$ cat src/hdl/crce_pkg.sv
`timescale 1ns / 1ps

package crce_pkg;

   localparam int OP_W      = 1;
   localparam int IDX_W     = 5;
   localparam int KNOT_W    = 16;
   localparam int POS_W     = 17;
   localparam int CURVE_W   = 15;
   localparam int CFG_W     = 6;
   localparam int FRAC_BITS = 16;
   localparam int ACC_W     = 24;

   localparam logic [OP_W-1:0]    OP_LOAD   = 1'b0;
   localparam logic [OP_W-1:0]    OP_EVAL   = 1'b1;
   localparam logic [CFG_W-1:0]   CFG_RESET = 6'd7;
   localparam logic [POS_W-1:0]   POS_ONE   = 17'h10000;
   localparam logic [CURVE_W-1:0] CURVE_MAX = 15'd16384;
   localparam int                 ROUND_HALF = 32768;

   typedef enum logic [1:0] {
      KIND_LOAD,
      KIND_ZERO,
      KIND_EVAL
   } crce_kind_type;

   typedef struct packed {
      crce_kind_type             kind;
      logic                      first;
      logic                      last;
      logic signed [KNOT_W-1:0]  value;
      logic [POS_W-1:0]          frac;
   } crce_cmd_type;

endpackage

$ cat src/hdl/crce_ifs.sv
`timescale 1ns / 1ps

interface crce_req_if import crce_pkg::*; ();
   logic                     valid;
   logic                     ready;
   logic [OP_W-1:0]          op;
   logic [IDX_W-1:0]         knot_index;
   logic signed [KNOT_W-1:0] knot_value;
   logic [POS_W-1:0]         position;

   modport source (output valid, output op, output knot_index, output knot_value,
                   output position, input ready);
   modport sink   (input valid, input op, input knot_index, input knot_value,
                   input position, output ready);
endinterface

interface crce_rsp_if import crce_pkg::*; ();
   logic               valid;
   logic               ready;
   logic [CURVE_W-1:0] curve_value;

   modport source (output valid, output curve_value, input ready);
   modport sink   (input valid, input curve_value, output ready);
endinterface

interface crce_csr_if import crce_pkg::*; ();
   logic             valid;
   logic             ready;
   logic [CFG_W-1:0] knot_count;

   modport source (output valid, output knot_count, input ready);
   modport sink   (input valid, input knot_count, output ready);
endinterface

$ cat src/hdl/crce_ram.sv
`timescale 1ns / 1ps

module crce_ram #(
   parameter int WIDTH = 16,
   parameter int DEPTH = 32,
   localparam int ADDR_BITS = (DEPTH > 1) ? $clog2(DEPTH) : 1
) (
   input  logic                 clock,
   input  logic                 wr_en,
   input  logic [ADDR_BITS-1:0] wr_addr,
   input  logic [WIDTH-1:0]     wr_data,
   input  logic [ADDR_BITS-1:0] rd_addr,
   output logic [WIDTH-1:0]     rd_data
);

   logic [WIDTH-1:0] mem_ff [DEPTH];
   logic [WIDTH-1:0] rd_data_ff;

   always_ff @(posedge clock) begin
      if (wr_en) begin
         mem_ff[wr_addr] <= wr_data;
      end
      rd_data_ff <= mem_ff[rd_addr];
   end

   assign rd_data = rd_data_ff;

endmodule

$ cat src/hdl/crce_fifo.sv
`timescale 1ns / 1ps

module crce_fifo #(
   parameter int WIDTH = 40,
   parameter int DEPTH = 2,
   localparam int PTR_BITS = (DEPTH > 1) ? $clog2(DEPTH) : 1,
   localparam int CNT_BITS = $clog2(DEPTH + 1)
) (
   input  logic             clock,
   input  logic             reset,
   input  logic             push,
   input  logic [WIDTH-1:0] push_data,
   output logic             full,
   input  logic             pop,
   output logic [WIDTH-1:0] pop_data,
   output logic             empty
);

   logic [WIDTH-1:0]    slot_ff [DEPTH];
   logic [PTR_BITS-1:0] wr_ptr_ff, wr_ptr_in;
   logic [PTR_BITS-1:0] rd_ptr_ff, rd_ptr_in;
   logic [CNT_BITS-1:0] count_ff, count_in;

   always_comb begin
      wr_ptr_in = wr_ptr_ff;
      rd_ptr_in = rd_ptr_ff;
      count_in  = count_ff;
      if (push) begin
         wr_ptr_in = (wr_ptr_ff == PTR_BITS'(DEPTH - 1)) ? '0 : wr_ptr_ff + 1'b1;
      end
      if (pop) begin
         rd_ptr_in = (rd_ptr_ff == PTR_BITS'(DEPTH - 1)) ? '0 : rd_ptr_ff + 1'b1;
      end
      if (push && !pop) begin
         count_in = count_ff + 1'b1;
      end else if (pop && !push) begin
         count_in = count_ff - 1'b1;
      end
   end

   always_ff @(posedge clock) begin
      if (reset) begin
         wr_ptr_ff <= '0;
         rd_ptr_ff <= '0;
         count_ff  <= '0;
      end else begin
         wr_ptr_ff <= wr_ptr_in;
         rd_ptr_ff <= rd_ptr_in;
         count_ff  <= count_in;
      end
   end

   always_ff @(posedge clock) begin
      if (push) begin
         slot_ff[wr_ptr_ff] <= push_data;
      end
   end

   assign full     = (count_ff == CNT_BITS'(DEPTH));
   assign empty    = (count_ff == '0);
   assign pop_data = slot_ff[rd_ptr_ff];

endmodule

$ cat src/hdl/crce_front.sv
`timescale 1ns / 1ps

module crce_front import crce_pkg::*; #(
   parameter int MAX_KNOTS = 32,
   localparam int IDX_BITS = (MAX_KNOTS > 1) ? $clog2(MAX_KNOTS) : 1,
   localparam int CNT_BITS = IDX_BITS + 1
) (
   input  logic                clock,
   input  logic                reset,
   crce_req_if.sink            req_ch,
   input  logic [CNT_BITS-1:0] knot_num,
   output logic                push,
   output crce_cmd_type        push_cmd,
   output logic [IDX_BITS-1:0] push_addr,
   input  logic                full
);

   localparam int X_BITS   = POS_W + CNT_BITS;
   localparam int SEG_BITS = X_BITS - FRAC_BITS;

   logic                     a_valid_ff, a_valid_in;
   logic [OP_W-1:0]          a_op_ff, a_op_in;
   logic [IDX_W-1:0]         a_idx_ff, a_idx_in;
   logic signed [KNOT_W-1:0] a_val_ff, a_val_in;
   logic [POS_W-1:0]         a_pos_ff, a_pos_in;

   logic                     b_valid_ff, b_valid_in;
   logic [OP_W-1:0]          b_op_ff, b_op_in;
   logic [IDX_W-1:0]         b_idx_ff, b_idx_in;
   logic signed [KNOT_W-1:0] b_val_ff, b_val_in;
   logic [X_BITS-1:0]        b_x_ff, b_x_in;

   logic                accept;
   logic                advance;
   logic                needs_push;
   logic [CNT_BITS-1:0] nm1;
   logic [SEG_BITS-1:0] seg;
   logic                at_end;
   logic [IDX_BITS-1:0] i1;
   logic [POS_W-1:0]    frac;
   logic                load_ok;
   logic                too_few;

   assign nm1     = knot_num - CNT_BITS'(1);
   assign seg     = b_x_ff[X_BITS-1:FRAC_BITS];
   assign at_end  = (seg >= SEG_BITS'(nm1));
   assign i1      = at_end ? IDX_BITS'(knot_num - CNT_BITS'(2)) : IDX_BITS'(seg);
   assign frac    = at_end ? POS_ONE : {1'b0, b_x_ff[FRAC_BITS-1:0]};
   assign load_ok = (32'(b_idx_ff) < MAX_KNOTS);
   assign too_few = (knot_num < CNT_BITS'(2));

   assign needs_push = b_valid_ff && ((b_op_ff == OP_EVAL) || load_ok);
   assign advance    = !needs_push || !full;
   assign push       = needs_push && !full;
   assign accept     = req_ch.valid && req_ch.ready;
   assign req_ch.ready = !a_valid_ff || advance;

   always_comb begin
      push_cmd.value = b_val_ff;
      push_cmd.frac  = frac;
      push_cmd.first = (i1 == '0);
      push_cmd.last  = (({1'b0, i1} + CNT_BITS'(1)) == nm1);
      if (b_op_ff == OP_LOAD) begin
         push_cmd.kind = KIND_LOAD;
         push_addr     = IDX_BITS'(b_idx_ff);
      end else begin
         push_cmd.kind = too_few ? KIND_ZERO : KIND_EVAL;
         push_addr     = i1;
      end
   end

   always_comb begin
      a_valid_in = a_valid_ff;
      a_op_in    = a_op_ff;
      a_idx_in   = a_idx_ff;
      a_val_in   = a_val_ff;
      a_pos_in   = a_pos_ff;
      b_valid_in = b_valid_ff;
      b_op_in    = b_op_ff;
      b_idx_in   = b_idx_ff;
      b_val_in   = b_val_ff;
      b_x_in     = b_x_ff;
      if (advance) begin
         b_valid_in = a_valid_ff;
         b_op_in    = a_op_ff;
         b_idx_in   = a_idx_ff;
         b_val_in   = a_val_ff;
         b_x_in     = X_BITS'(a_pos_ff) * X_BITS'(nm1);
         a_valid_in = 1'b0;
      end
      if (accept) begin
         a_valid_in = 1'b1;
         a_op_in    = req_ch.op;
         a_idx_in   = req_ch.knot_index;
         a_val_in   = req_ch.knot_value;
         a_pos_in   = (req_ch.position > POS_ONE) ? POS_ONE : req_ch.position;
      end
   end

   always_ff @(posedge clock) begin
      if (reset) begin
         a_valid_ff <= 1'b0;
         b_valid_ff <= 1'b0;
      end else begin
         a_valid_ff <= a_valid_in;
         b_valid_ff <= b_valid_in;
      end
      a_op_ff  <= a_op_in;
      a_idx_ff <= a_idx_in;
      a_val_ff <= a_val_in;
      a_pos_ff <= a_pos_in;
      b_op_ff  <= b_op_in;
      b_idx_ff <= b_idx_in;
      b_val_ff <= b_val_in;
      b_x_ff   <= b_x_in;
   end

endmodule

$ cat src/hdl/crce_back.sv
`timescale 1ns / 1ps

module crce_back import crce_pkg::*; #(
   parameter int MAX_KNOTS = 32,
   localparam int IDX_BITS = (MAX_KNOTS > 1) ? $clog2(MAX_KNOTS) : 1
) (
   input  logic                clock,
   input  logic                reset,
   input  logic                cmd_empty,
   output logic                pop,
   input  crce_cmd_type        pop_cmd,
   input  logic [IDX_BITS-1:0] pop_addr,
   crce_rsp_if.source          rsp_ch
);

   localparam int PROD_W = ACC_W + POS_W + 1;
   localparam logic signed [ACC_W-1:0] ACC_ONE = ACC_W'(1);
   localparam logic signed [ACC_W-1:0] ACC_MAX = ACC_W'(CURVE_MAX);

   typedef enum logic [2:0] {
      ST_IDLE,
      ST_FETCH1,
      ST_FETCH2,
      ST_MUL,
      ST_ADD,
      ST_DONE
   } state_type;

   state_type                 state_ff, state_in;
   logic [1:0]                step_ff, step_in;
   logic [IDX_BITS-1:0]       addr_ff, addr_in;
   logic                      first_ff, first_in;
   logic                      last_ff, last_in;
   logic [POS_W-1:0]          frac_ff, frac_in;
   logic signed [KNOT_W-1:0]  p1_ff, p1_in;
   logic signed [KNOT_W-1:0]  p2_ff, p2_in;
   logic signed [ACC_W-1:0]   a2_ff, a2_in;
   logic signed [ACC_W-1:0]   a1_ff, a1_in;
   logic signed [ACC_W-1:0]   a0_ff, a0_in;
   logic signed [ACC_W-1:0]   acc_ff, acc_in;
   logic signed [PROD_W-1:0]  prod_ff, prod_in;
   logic                      rsp_valid_ff, rsp_valid_in;
   logic [CURVE_W-1:0]        curve_ff, curve_in;

   logic                      slot_free;
   logic                      wr_en;
   logic [IDX_BITS-1:0]       rd_addr_a, rd_addr_b;
   logic [KNOT_W-1:0]         rd_data_a, rd_data_b;

   logic signed [ACC_W-1:0]   w0, w1, w2, w3;
   logic signed [ACC_W-1:0]   coef;
   logic signed [PROD_W-1:0]  rounded;
   logic signed [ACC_W-1:0]   half;

   assign slot_free = !rsp_valid_ff || rsp_ch.ready;
   assign pop = (state_ff == ST_IDLE) && !cmd_empty
                && ((pop_cmd.kind != KIND_ZERO) || slot_free);
   assign wr_en = pop && (pop_cmd.kind == KIND_LOAD);

   assign rd_addr_a = (state_ff == ST_FETCH1) ? addr_ff - IDX_BITS'(1) : pop_addr;
   assign rd_addr_b = (state_ff == ST_FETCH1) ? addr_ff + IDX_BITS'(2)
                                              : pop_addr + IDX_BITS'(1);

   // Two copies of the knot table give two neighbours per cycle.
   crce_ram #(.WIDTH(KNOT_W), .DEPTH(MAX_KNOTS)) u_ram_a (
      .clock   (clock),
      .wr_en   (wr_en),
      .wr_addr (pop_addr),
      .wr_data (pop_cmd.value),
      .rd_addr (rd_addr_a),
      .rd_data (rd_data_a)
   );

   crce_ram #(.WIDTH(KNOT_W), .DEPTH(MAX_KNOTS)) u_ram_b (
      .clock   (clock),
      .wr_en   (wr_en),
      .wr_addr (pop_addr),
      .wr_data (pop_cmd.value),
      .rd_addr (rd_addr_b),
      .rd_data (rd_data_b)
   );

   // Neighbours, with reflection at either end.
   assign w1 = ACC_W'(p1_ff);
   assign w2 = ACC_W'(p2_ff);
   assign w0 = first_ff ? (w1 <<< 1) - w2 : ACC_W'($signed(rd_data_a));
   assign w3 = last_ff  ? (w2 <<< 1) - w1 : ACC_W'($signed(rd_data_b));

   always_comb begin
      case (step_ff)
         2'd0:    coef = a2_ff;
         2'd1:    coef = a1_ff;
         default: coef = a0_ff;
      endcase
   end

   assign rounded = (prod_ff + PROD_W'(ROUND_HALF)) >>> FRAC_BITS;
   assign half    = (acc_ff + ACC_ONE) >>> 1;

   always_comb begin
      state_in     = state_ff;
      step_in      = step_ff;
      addr_in      = addr_ff;
      first_in     = first_ff;
      last_in      = last_ff;
      frac_in      = frac_ff;
      p1_in        = p1_ff;
      p2_in        = p2_ff;
      a2_in        = a2_ff;
      a1_in        = a1_ff;
      a0_in        = a0_ff;
      acc_in       = acc_ff;
      prod_in      = prod_ff;
      rsp_valid_in = rsp_valid_ff && !rsp_ch.ready;
      curve_in     = curve_ff;
      unique case (state_ff)
         ST_IDLE: begin
            if (pop) begin
               if (pop_cmd.kind == KIND_ZERO) begin
                  rsp_valid_in = 1'b1;
                  curve_in     = '0;
               end else if (pop_cmd.kind == KIND_EVAL) begin
                  addr_in  = pop_addr;
                  first_in = pop_cmd.first;
                  last_in  = pop_cmd.last;
                  frac_in  = pop_cmd.frac;
                  state_in = ST_FETCH1;
               end
            end
         end
         ST_FETCH1: begin
            p1_in    = $signed(rd_data_a);
            p2_in    = $signed(rd_data_b);
            state_in = ST_FETCH2;
         end
         ST_FETCH2: begin
            acc_in   = (w1 + (w1 <<< 1)) - (w2 + (w2 <<< 1)) + w3 - w0;
            a2_in    = (w0 <<< 1) - ((w1 <<< 2) + w1) + (w2 <<< 2) - w3;
            a1_in    = w2 - w0;
            a0_in    = w1 <<< 1;
            step_in  = 2'd0;
            state_in = ST_MUL;
         end
         ST_MUL: begin
            prod_in  = acc_ff * $signed({1'b0, frac_ff});
            state_in = ST_ADD;
         end
         ST_ADD: begin
            acc_in   = ACC_W'(rounded) + coef;
            step_in  = step_ff + 2'd1;
            state_in = (step_ff == 2'd2) ? ST_DONE : ST_MUL;
         end
         ST_DONE: begin
            if (slot_free) begin
               rsp_valid_in = 1'b1;
               if (half < 0) begin
                  curve_in = '0;
               end else if (half > ACC_MAX) begin
                  curve_in = CURVE_MAX;
               end else begin
                  curve_in = CURVE_W'(half);
               end
               state_in = ST_IDLE;
            end
         end
         default: state_in = ST_IDLE;
      endcase
   end

   always_ff @(posedge clock) begin
      if (reset) begin
         state_ff     <= ST_IDLE;
         step_ff      <= '0;
         rsp_valid_ff <= 1'b0;
      end else begin
         state_ff     <= state_in;
         step_ff      <= step_in;
         rsp_valid_ff <= rsp_valid_in;
      end
      addr_ff  <= addr_in;
      first_ff <= first_in;
      last_ff  <= last_in;
      frac_ff  <= frac_in;
      p1_ff    <= p1_in;
      p2_ff    <= p2_in;
      a2_ff    <= a2_in;
      a1_ff    <= a1_in;
      a0_ff    <= a0_in;
      acc_ff   <= acc_in;
      prod_ff  <= prod_in;
      curve_ff <= curve_in;
   end

   assign rsp_ch.valid       = rsp_valid_ff;
   assign rsp_ch.curve_value = curve_ff;

endmodule

$ cat src/hdl/catmull_rom_curve_eval_unit.sv
`timescale 1ns / 1ps

// Uniform Catmull-Rom curve evaluator over a table of MAX_KNOTS knots.
// req_ch: one beat per item. op load writes knot_value (Q2.14) at knot_index;
//   op eval asks for the curve at position (Q1.16). Loads give no rsp beat.
// rsp_ch: one beat per eval, curve_value clamped to 0..16384 (Q1.14).
// csr_ch: writes knot_count (knots in use); always ready, write only when idle.
// Front stage: two register stages (request capture, index scale multiply) and a
//   segment select feed a two-entry command queue, so req_ch keeps taking beats
//   while the back end works or rsp_ch stalls.
// Back end: a sequencer with one shared multiplier. A load is written to the
//   knot table as it is popped; an eval steps through two knot fetches,
//   coefficients, three Horner multiply/add pairs and rounding.
// Sustained rate: one load per cycle while the back end is idle; evals do not overlap.
// Reset: queue and output empty, knot_count = 7; the knot table is not cleared
//   and a knot must be loaded before any eval reads it.
// A stalled rsp_ch holds its beat; the back end waits, the queue fills, and
// req_ch.ready drops only once the queue and front stages are full.

module catmull_rom_curve_eval_unit import crce_pkg::*; #(
   parameter int MAX_KNOTS = 32
) (
   input  logic       clock,
   input  logic       reset,
   crce_req_if.sink   req_ch,
   crce_rsp_if.source rsp_ch,
   crce_csr_if.sink   csr_ch
);

   localparam int IDX_BITS = (MAX_KNOTS > 1) ? $clog2(MAX_KNOTS) : 1;
   localparam int CNT_BITS = IDX_BITS + 1;
   localparam int Q_WIDTH  = $bits(crce_cmd_type) + IDX_BITS;
   localparam int Q_DEPTH  = 2;

   logic [CFG_W-1:0]    knot_count_ff, knot_count_in;
   logic [CNT_BITS-1:0] knot_num;

   logic                push, pop, full, empty;
   crce_cmd_type        push_cmd, pop_cmd;
   logic [IDX_BITS-1:0] push_addr, pop_addr;
   logic [Q_WIDTH-1:0]  pop_data;

   assign csr_ch.ready  = 1'b1;
   assign knot_count_in = (csr_ch.valid) ? csr_ch.knot_count : knot_count_ff;

   always_ff @(posedge clock) begin
      if (reset) begin
         knot_count_ff <= CFG_RESET;
      end else begin
         knot_count_ff <= knot_count_in;
      end
   end

   assign knot_num = (32'(knot_count_ff) > MAX_KNOTS) ? CNT_BITS'(MAX_KNOTS)
                                                      : CNT_BITS'(knot_count_ff);

   crce_front #(.MAX_KNOTS(MAX_KNOTS)) u_front (
      .clock     (clock),
      .reset     (reset),
      .req_ch    (req_ch),
      .knot_num  (knot_num),
      .push      (push),
      .push_cmd  (push_cmd),
      .push_addr (push_addr),
      .full      (full)
   );

   crce_fifo #(.WIDTH(Q_WIDTH), .DEPTH(Q_DEPTH)) u_queue (
      .clock     (clock),
      .reset     (reset),
      .push      (push),
      .push_data ({push_cmd, push_addr}),
      .full      (full),
      .pop       (pop),
      .pop_data  (pop_data),
      .empty     (empty)
   );

   assign pop_cmd  = crce_cmd_type'(pop_data[Q_WIDTH-1:IDX_BITS]);
   assign pop_addr = pop_data[IDX_BITS-1:0];

   crce_back #(.MAX_KNOTS(MAX_KNOTS)) u_back (
      .clock     (clock),
      .reset     (reset),
      .cmd_empty (empty),
      .pop       (pop),
      .pop_cmd   (pop_cmd),
      .pop_addr  (pop_addr),
      .rsp_ch    (rsp_ch)
   );

endmodule

$ cat src/flat_wrapper.sv
// flat-port wrapper written by rule: the top's interface ports become plain ports
module catmull_rom_curve_eval_unit_flat import crce_pkg::*;
#(
   parameter int MAX_KNOTS = 32
)
  (clock, reset, req_ch_valid, req_ch_op, req_ch_knot_index, req_ch_knot_value, req_ch_position, req_ch_ready, rsp_ch_valid, rsp_ch_curve_value, rsp_ch_ready, csr_ch_valid, csr_ch_knot_count, csr_ch_ready);
  crce_req_if req_ch_i ();
  crce_rsp_if rsp_ch_i ();
  crce_csr_if csr_ch_i ();
  input  logic clock;
  input  logic reset;
  input wire logic [$bits(req_ch_i.valid)-1:0] req_ch_valid;
  input wire logic [$bits(req_ch_i.op)-1:0] req_ch_op;
  input wire logic [$bits(req_ch_i.knot_index)-1:0] req_ch_knot_index;
  input wire logic [$bits(req_ch_i.knot_value)-1:0] req_ch_knot_value;
  input wire logic [$bits(req_ch_i.position)-1:0] req_ch_position;
  output wire logic [$bits(req_ch_i.ready)-1:0] req_ch_ready;
  output wire logic [$bits(rsp_ch_i.valid)-1:0] rsp_ch_valid;
  output wire logic [$bits(rsp_ch_i.curve_value)-1:0] rsp_ch_curve_value;
  input wire logic [$bits(rsp_ch_i.ready)-1:0] rsp_ch_ready;
  input wire logic [$bits(csr_ch_i.valid)-1:0] csr_ch_valid;
  input wire logic [$bits(csr_ch_i.knot_count)-1:0] csr_ch_knot_count;
  output wire logic [$bits(csr_ch_i.ready)-1:0] csr_ch_ready;
  assign req_ch_i.valid = req_ch_valid;
  assign req_ch_i.op = req_ch_op;
  assign req_ch_i.knot_index = req_ch_knot_index;
  assign req_ch_i.knot_value = req_ch_knot_value;
  assign req_ch_i.position = req_ch_position;
  assign req_ch_ready = req_ch_i.ready;
  assign rsp_ch_valid = rsp_ch_i.valid;
  assign rsp_ch_curve_value = rsp_ch_i.curve_value;
  assign rsp_ch_i.ready = rsp_ch_ready;
  assign csr_ch_i.valid = csr_ch_valid;
  assign csr_ch_i.knot_count = csr_ch_knot_count;
  assign csr_ch_ready = csr_ch_i.ready;
  catmull_rom_curve_eval_unit #(.MAX_KNOTS(MAX_KNOTS)) u_core (.clock(clock), .reset(reset), .req_ch(req_ch_i), .rsp_ch(rsp_ch_i), .csr_ch(csr_ch_i));
endmodule
$ cat config.mk
export PLATFORM = sky130hd
export DESIGN_NAME = catmull_rom_curve_eval_unit_flat
export DESIGN_NICKNAME = d
export VERILOG_FILES = /design/src/hdl/crce_pkg.sv /design/src/hdl/crce_ifs.sv /design/src/hdl/crce_ram.sv /design/src/hdl/crce_fifo.sv /design/src/hdl/crce_front.sv /design/src/hdl/crce_back.sv /design/src/hdl/catmull_rom_curve_eval_unit.sv /design/src/flat_wrapper.sv
export SDC_FILE = /design/constraint.sdc
export NUM_CORES = 2
export LEC_CHECK = 0
export BUFFER_PORTS_ARGS = -buffer_cell sky130_fd_sc_hd__buf_4
export CAP_MARGIN = 15
export CORE_MARGIN = 4
export CORE_UTILIZATION = 54
export CTS_CLUSTER_SIZE = 16
export DETAILED_ROUTE_END_ITERATION = 8
export PLACE_DENSITY = 0.7
export SLEW_MARGIN = 10
export SYNTH_ARGS = -nofsm -noshare
export SYNTH_HDL_FRONTEND = slang
export SYNTH_SLANG_ARGS = --single-unit
$ cat constraint.sdc
create_clock -name clock -period 19.6 [get_ports clock]
set_clock_uncertainty 0.15 [all_clocks]
set_input_delay 1.96 -clock clock [delete_from_list [all_inputs] [get_ports clock]]
set_output_delay 1.96 -clock clock [all_outputs]
set_load 0.02 [all_outputs]
* Word level (Yosys, flattened, before mapping)
Memories as Yosys holds them, arrays and structs flattened. A register that Yosys moved wholly into a read port is not among the register bits.
Cells that the tools add are included.
** Storage, ports and cells
- Bits in registers :: 301
- Bits in writable memories :: 1108
- Input port bits :: 50
- Logic and storage cells :: 157
- Memories :: 3
** Memory list
- u_core.u_back.u_ram_a.mem_ff :: words 32, width 16, read ports 1, clocked after Yosys merged registers in 1, wr ports 1, RTL line crce_ram.sv:16 : logic [WIDTH-1:0] mem_ff [DEPTH];
- u_core.u_back.u_ram_b.mem_ff :: words 32, width 16, read ports 1, clocked after Yosys merged registers in 1, wr ports 1, RTL line crce_ram.sv:16
- u_core.u_queue.slot_ff :: words 2, width 42, read ports 1, clocked after Yosys merged registers in 1, wr ports 1, RTL line crce_fifo.sv:19 : logic [WIDTH-1:0] slot_ff [DEPTH];
** Cells by class
- Add/sub/neg operators :: 26
- $mul :: 2
- Magnitude comparators :: 6
- Equality and inequality tests :: 17
- Muxes and demuxes :: 41
- Bitwise operators :: 1
- Reductions and logical operators :: 32
** Operators with widths (count)
- $pmux W24 S2 :: 2
- $mux W15 :: 5
- $mux W24 :: 2
- $sub A24 B24 Y24 :: 2
- $add A40 B17 Y40 const B :: 1
- $mul A24 B18 Y40 :: 1
- $add A16 B17 Y18 :: 2
- $sub A17 B16 Y18 :: 2
- $pmux W15 S2 :: 1
- $add A19 B24 Y24 :: 1
- $add A24 B18 Y24 :: 1
- $add A24 B2 Y24 const B :: 1
- $add A24 B24 Y24 :: 1
- $sub A16 B24 Y24 :: 1
- $sub A24 B19 Y24 :: 1
- $gt A23 B16 Y1 const B :: 1
- $lt A23 B1 Y1 const B :: 1
- $mul A17 B6 Y23 :: 1
- $mux W5 :: 4
- $add A18 B16 Y19 :: 1
- $sub A18 B18 Y19 :: 1
- $pmux W3 S6 :: 1
- $gt A17 B17 Y1 const B :: 1
- $mux W17 :: 1
- 35 further kinds :: 89

* Longest topological paths before layout
- Word-level depth :: 7
- Mapped depth :: 26

* Modules after synthesis
A second synthesis with hierarchy kept.
** Second synthesis, totals
- Cell total of the unflattened synthesis :: 6262
- Area total of the unflattened synthesis :: 81434.4 um^2
** Modules (own cells, without submodules)
- crce_back :: instances 1, cells each 3188, area each 30138.9 um^2, sequential area each 5645.4 um^2
- crce_ram (u_core.u_back.u_ram_b) :: instances 1, cells each 1143, area each 20535.9 um^2, sequential area each 15695.1 um^2
- crce_ram (u_core.u_back.u_ram_a) :: instances 1, cells each 1143, area each 20534.7 um^2, sequential area each 15695.1 um^2
- crce_front :: instances 1, cells each 608, area each 6722.7 um^2, sequential area each 2562.5 um^2
- crce_fifo :: instances 1, cells each 153, area each 3230.6 um^2, sequential area each 2622.5 um^2
- catmull_rom_curve_eval_unit :: instances 1, cells each 27, area each 271.5 um^2, sequential area each 120.1 um^2

* Worst setup path before layout
OpenSTA, ideal clock, no wires.
- Path kind :: flip-flop to flip-flop
- From :: register u_core.u_back.acc_ff[7]
- To :: register u_core.u_back.prod_ff[39], data pin
- Data arrival time :: 6305 ps
- Required time :: 19184 ps
- Slack :: 12879 ps
- Stages on the path, launching flop included :: 25
- Buffers on the path :: 2
- Period minus slack after synthesis :: 6721 ps
- Cell sequence :: edfxtp_1 clkbuf_1 clkbuf_1 nand2_1 fa_1 inv_1 fa_1 inv_1 fa_1 inv_1 fa_1 fa_1 inv_1 fa_1 inv_1 ha_1 nand4_1 a2111oi_4 o21ai_2 a31oi_4 a31oi_1 or3_1 a21oi_2 and4_1 nor3_2
** On the way
- Longest elaborated chain between the ends :: 1
** RTL lines
- start, declared :: RTL line crce_back.sv:40 : logic signed [ACC_W-1:0] acc_ff, acc_in;
- start signal, assigned :: RTL line crce_back.sv:189 : acc_ff <= acc_in;
- $mul A24 B18 Y40 :: RTL line crce_back.sv:145 : prod_in = acc_ff * $signed({1'b0, frac_ff});
- end signal, assigned :: RTL line crce_back.sv:190 : prod_ff <= prod_in;
- end, declared :: RTL line crce_back.sv:41 : logic signed [PROD_W-1:0] prod_ff, prod_in;
No other way between the ends.
A chain may end at the register's enable or synchronous reset.

* Worst setup path in the final report
- From :: register u_core.u_back.frac_ff[3]
- To :: register u_core.u_back.prod_ff[39], data pin
** On the way
- Longest elaborated chain between the ends :: 1
** RTL lines
- start, declared :: RTL line crce_back.sv:34 : logic [POS_W-1:0] frac_ff, frac_in;
- start signal, assigned :: RTL line crce_back.sv:183 : frac_ff <= frac_in;
- $mul A24 B18 Y40 :: RTL line crce_back.sv:145
No other way between the ends.

==> results.ini <==
[setup_path]
cp.required_ns=19.83
r2r_end=u_core.u_back.prod_ff[39]
rrSetupSlack_ns=11.99
cp-end-kind=flip-flop
worstSetupPathType=flip-flop to flip-flop
start_kind=flip-flop
cp_common_cell=fa_1
r2r_start=u_core.u_back.frac_ff[3]
slowest_delay_ns=1.03
cp.arrival_ns=7.84
r2r_cells=20
cp_max_fo=24
critPathSlowestCell=edfxtp_1
worstPathCellList=nand2_1, fa_1, fa_1, fa_1, inv_1, fa_1, fa_1, inv_1, fa_1, inv_1, ha_1, nand4_2, a2111oi_4, o21ai_2, a31oi_4, a31oi_1, or3_1, a21oi_2, and4_1, nor3_2

[sta]
layout_min_cycle_time_ns=7.61
finalSetupTns_ns=0
rsz0062_at_grt=false
worst_slew_pin_slew_ns=1.16
hold_viol=0
fmax_mhz=131
period_share_pct=38.8
slew_headroom_pct=22.5
report.final.slew_viol_count=0
setup_viol=0

[yosys]
avgSynthCellArea_um2=12.2
yosys.cell_count.top_type=edfxtp_1
synth_edf_count=864
synth_area_leaders=edfxtp_1, fa_1, mux4_2
synth_top_cell_by_area=edfxtp_1
synth_common_cells=edfxtp_1, inv_1, fa_1, nand2_1, nor2_1
synth.distinct_cells=84
netlist.area_leader.share_pct=40.0
yosysSeqAreaShare_pct=41.6
netlist_instances=5297
ys_dominant_reg_cell=edfxtp_1
synthArstFlopShare_pct=0
synth_seq_cells=915
syn_area_um2=64800
syn_nets=6185
yosys_warnings=0

[floorplanning]
core_um2=119000
dieArea_um2=126000
rows=126
io_pins=68
die_w_um=355
start_util_pct=54.7
die_y_um=355

[clock_tree]
clockBufferDepth=3
h-tree-depth=3
post_cts_buffers=0
numCtsBuffers=98
clock_sinks=915
cts_resized=0
hold_buffers=0
insertion_delay_ns=0.71
cts.root.buffer_cell=clkbuf_16
path_clk_slew_ns=0.06
cts_tree=built

[route]
drtPass1Iterations=8
vias=41074
routed_wl_mm=157
drc=0
drt-wirelength-per-cell_um=22.4
drt_iter0_drc=3568
via_per_inst=5.87
ant_nets=0

[global_route]
grt_pass1_vias=43001
grt_util_met2_pct=42.2
grt_pass1_wl_mm=245
grt_usage_pct=25.2
antenna_found_initial=5
gr-usage-met1_pct=32.9
grt_max_degree=137
gr-total-overflow=0
grt-busiest-layer=met2
grt_util_met3_pct=4.45

[final_layout]
finalNetCount=6197
drive_gt1_share_pct=13.0
syn_to_final_growth_pct=8.67
fillers=9386
post-route-cell-area_um2=70500

[min_path]
hold_end=u_core.u_back.p2_ff[4]
hold_class=flip-flop to flip-flop
whs_path_depth=0
hold_start=u_core.u_back.u_ram_b.rd_data[4]

[placement]
gp_congestion=0.866
port_buffers=66
placed_cell_area_um2=67000
dp_hpwl_mm=112

[run_status]
status=finished, final reports clean

[job]
drv_cap=0

## area by class of cell
type                       instances  area, µm²  share of cell area [%]
inverter                         816       3060                    4.35
tap                             1600       2000                    2.84
timing repair buffer             134       1030                    1.47
clock inverter                    64        846                    1.20
sequential                       915      27000                    38.3
clock buffer                     120       2620                    3.72
antenna                            2       5.00                 0.00710
multi-input combinational       3344      33900                    48.1
## flip-flops by register name (all words and copies together) (netlist names), 17 cells and up, named ones only
register	count
u_core.u_back.a1_ff	24
u_core.u_front.b_x_ff	23
u_core.u_back.u_ram_b.mem_ff	512
u_core.u_front.a_pos_ff	17
u_core.u_back.acc_ff	24
u_core.u_back.frac_ff	17
u_core.u_queue.slot_ff	84
u_core.u_back.a2_ff	24
u_core.u_back.prod_ff	25
## routing by layer
metal  up-vias  routed length, µm
met5         -                 27
li1      18179                  -
met4         4               7020
met3       379              12300
met2      1745              76400
met1     20767              61200
## cells by family after synthesis
logic type / share of synthesized area, %
buf+inv: 6.32
simple gates: 10.1
flops: 41.6
xor+xnor: 2.54
mux: 11.4
fa+ha+maj: 22.7
other cells: 0.00578
compound gates: 5.38
## worst max-delay path, delay by kind of cell (launching register included)
family / cells / cell delay, ns
fa+ha+maj: 7 / 3.53
compound gates: 5 / 1.32
simple gates: 5 / 1.13
flops: 1 / 1.03
buf+inv: 3 / 0.14
## through the flow
step           instances  utilization, %  hold slack (ns)  worst slack [ns]
2_1_floorplan       5297               -            0.250             12.88
3_3_place_gp        6808            56.5            0.252             12.26
3_5_place_dp        6808            56.5            0.255             12.15
4_1_cts             6992            59.4            0.259             12.04
5_1_grt             6993            59.4            0.274             11.75
6_report            6995            59.4            0.250             11.99
## worst max path at each step
stage,from,endpoint,slack (ns)
2_1_floorplan,u_core.u_back.acc_ff[7],u_core.u_back.prod_ff[39],12.88
3_3_place_gp,u_core.u_back.frac_ff[3],u_core.u_back.prod_ff[39],12.26
3_5_place_dp,u_core.u_back.frac_ff[3],u_core.u_back.prod_ff[39],12.15
4_1_cts,u_core.u_back.frac_ff[3],u_core.u_back.prod_ff[39],12.04
5_1_grt,u_core.u_back.frac_ff[9],u_core.u_back.prod_ff[39],11.75
6_report,u_core.u_back.frac_ff[3],u_core.u_back.prod_ff[39],11.99
## placed cells by master (no fill, tap or decap), types with 18 or more instances in the layout
cell type and count:
o21a_1 28, mux2i_1 46, and2_1 213, clkinv_2 20, edfxtp_1 864, dfxtp_1 50
o211ai_1 46, a21o_1 32, buf_4 131, fa_1 568, or3_1 26, nor2_1 283
o21ai_0 85, clkbuf_1 18, nand3_1 87, mux4_2 256, a21oi_1 134, ha_1 270
and3_1 36, o21ai_1 39, nor2b_1 60, nand2b_1 43, nor3_1 61, xnor2_1 130
nand2_1 500, clkbuf_16 102, mux2_2 98, inv_1 810, xor2_1 58
Power is not shown: default switching activity piles up to over one toggle a cycle in this logic, so the estimate is an artifact.
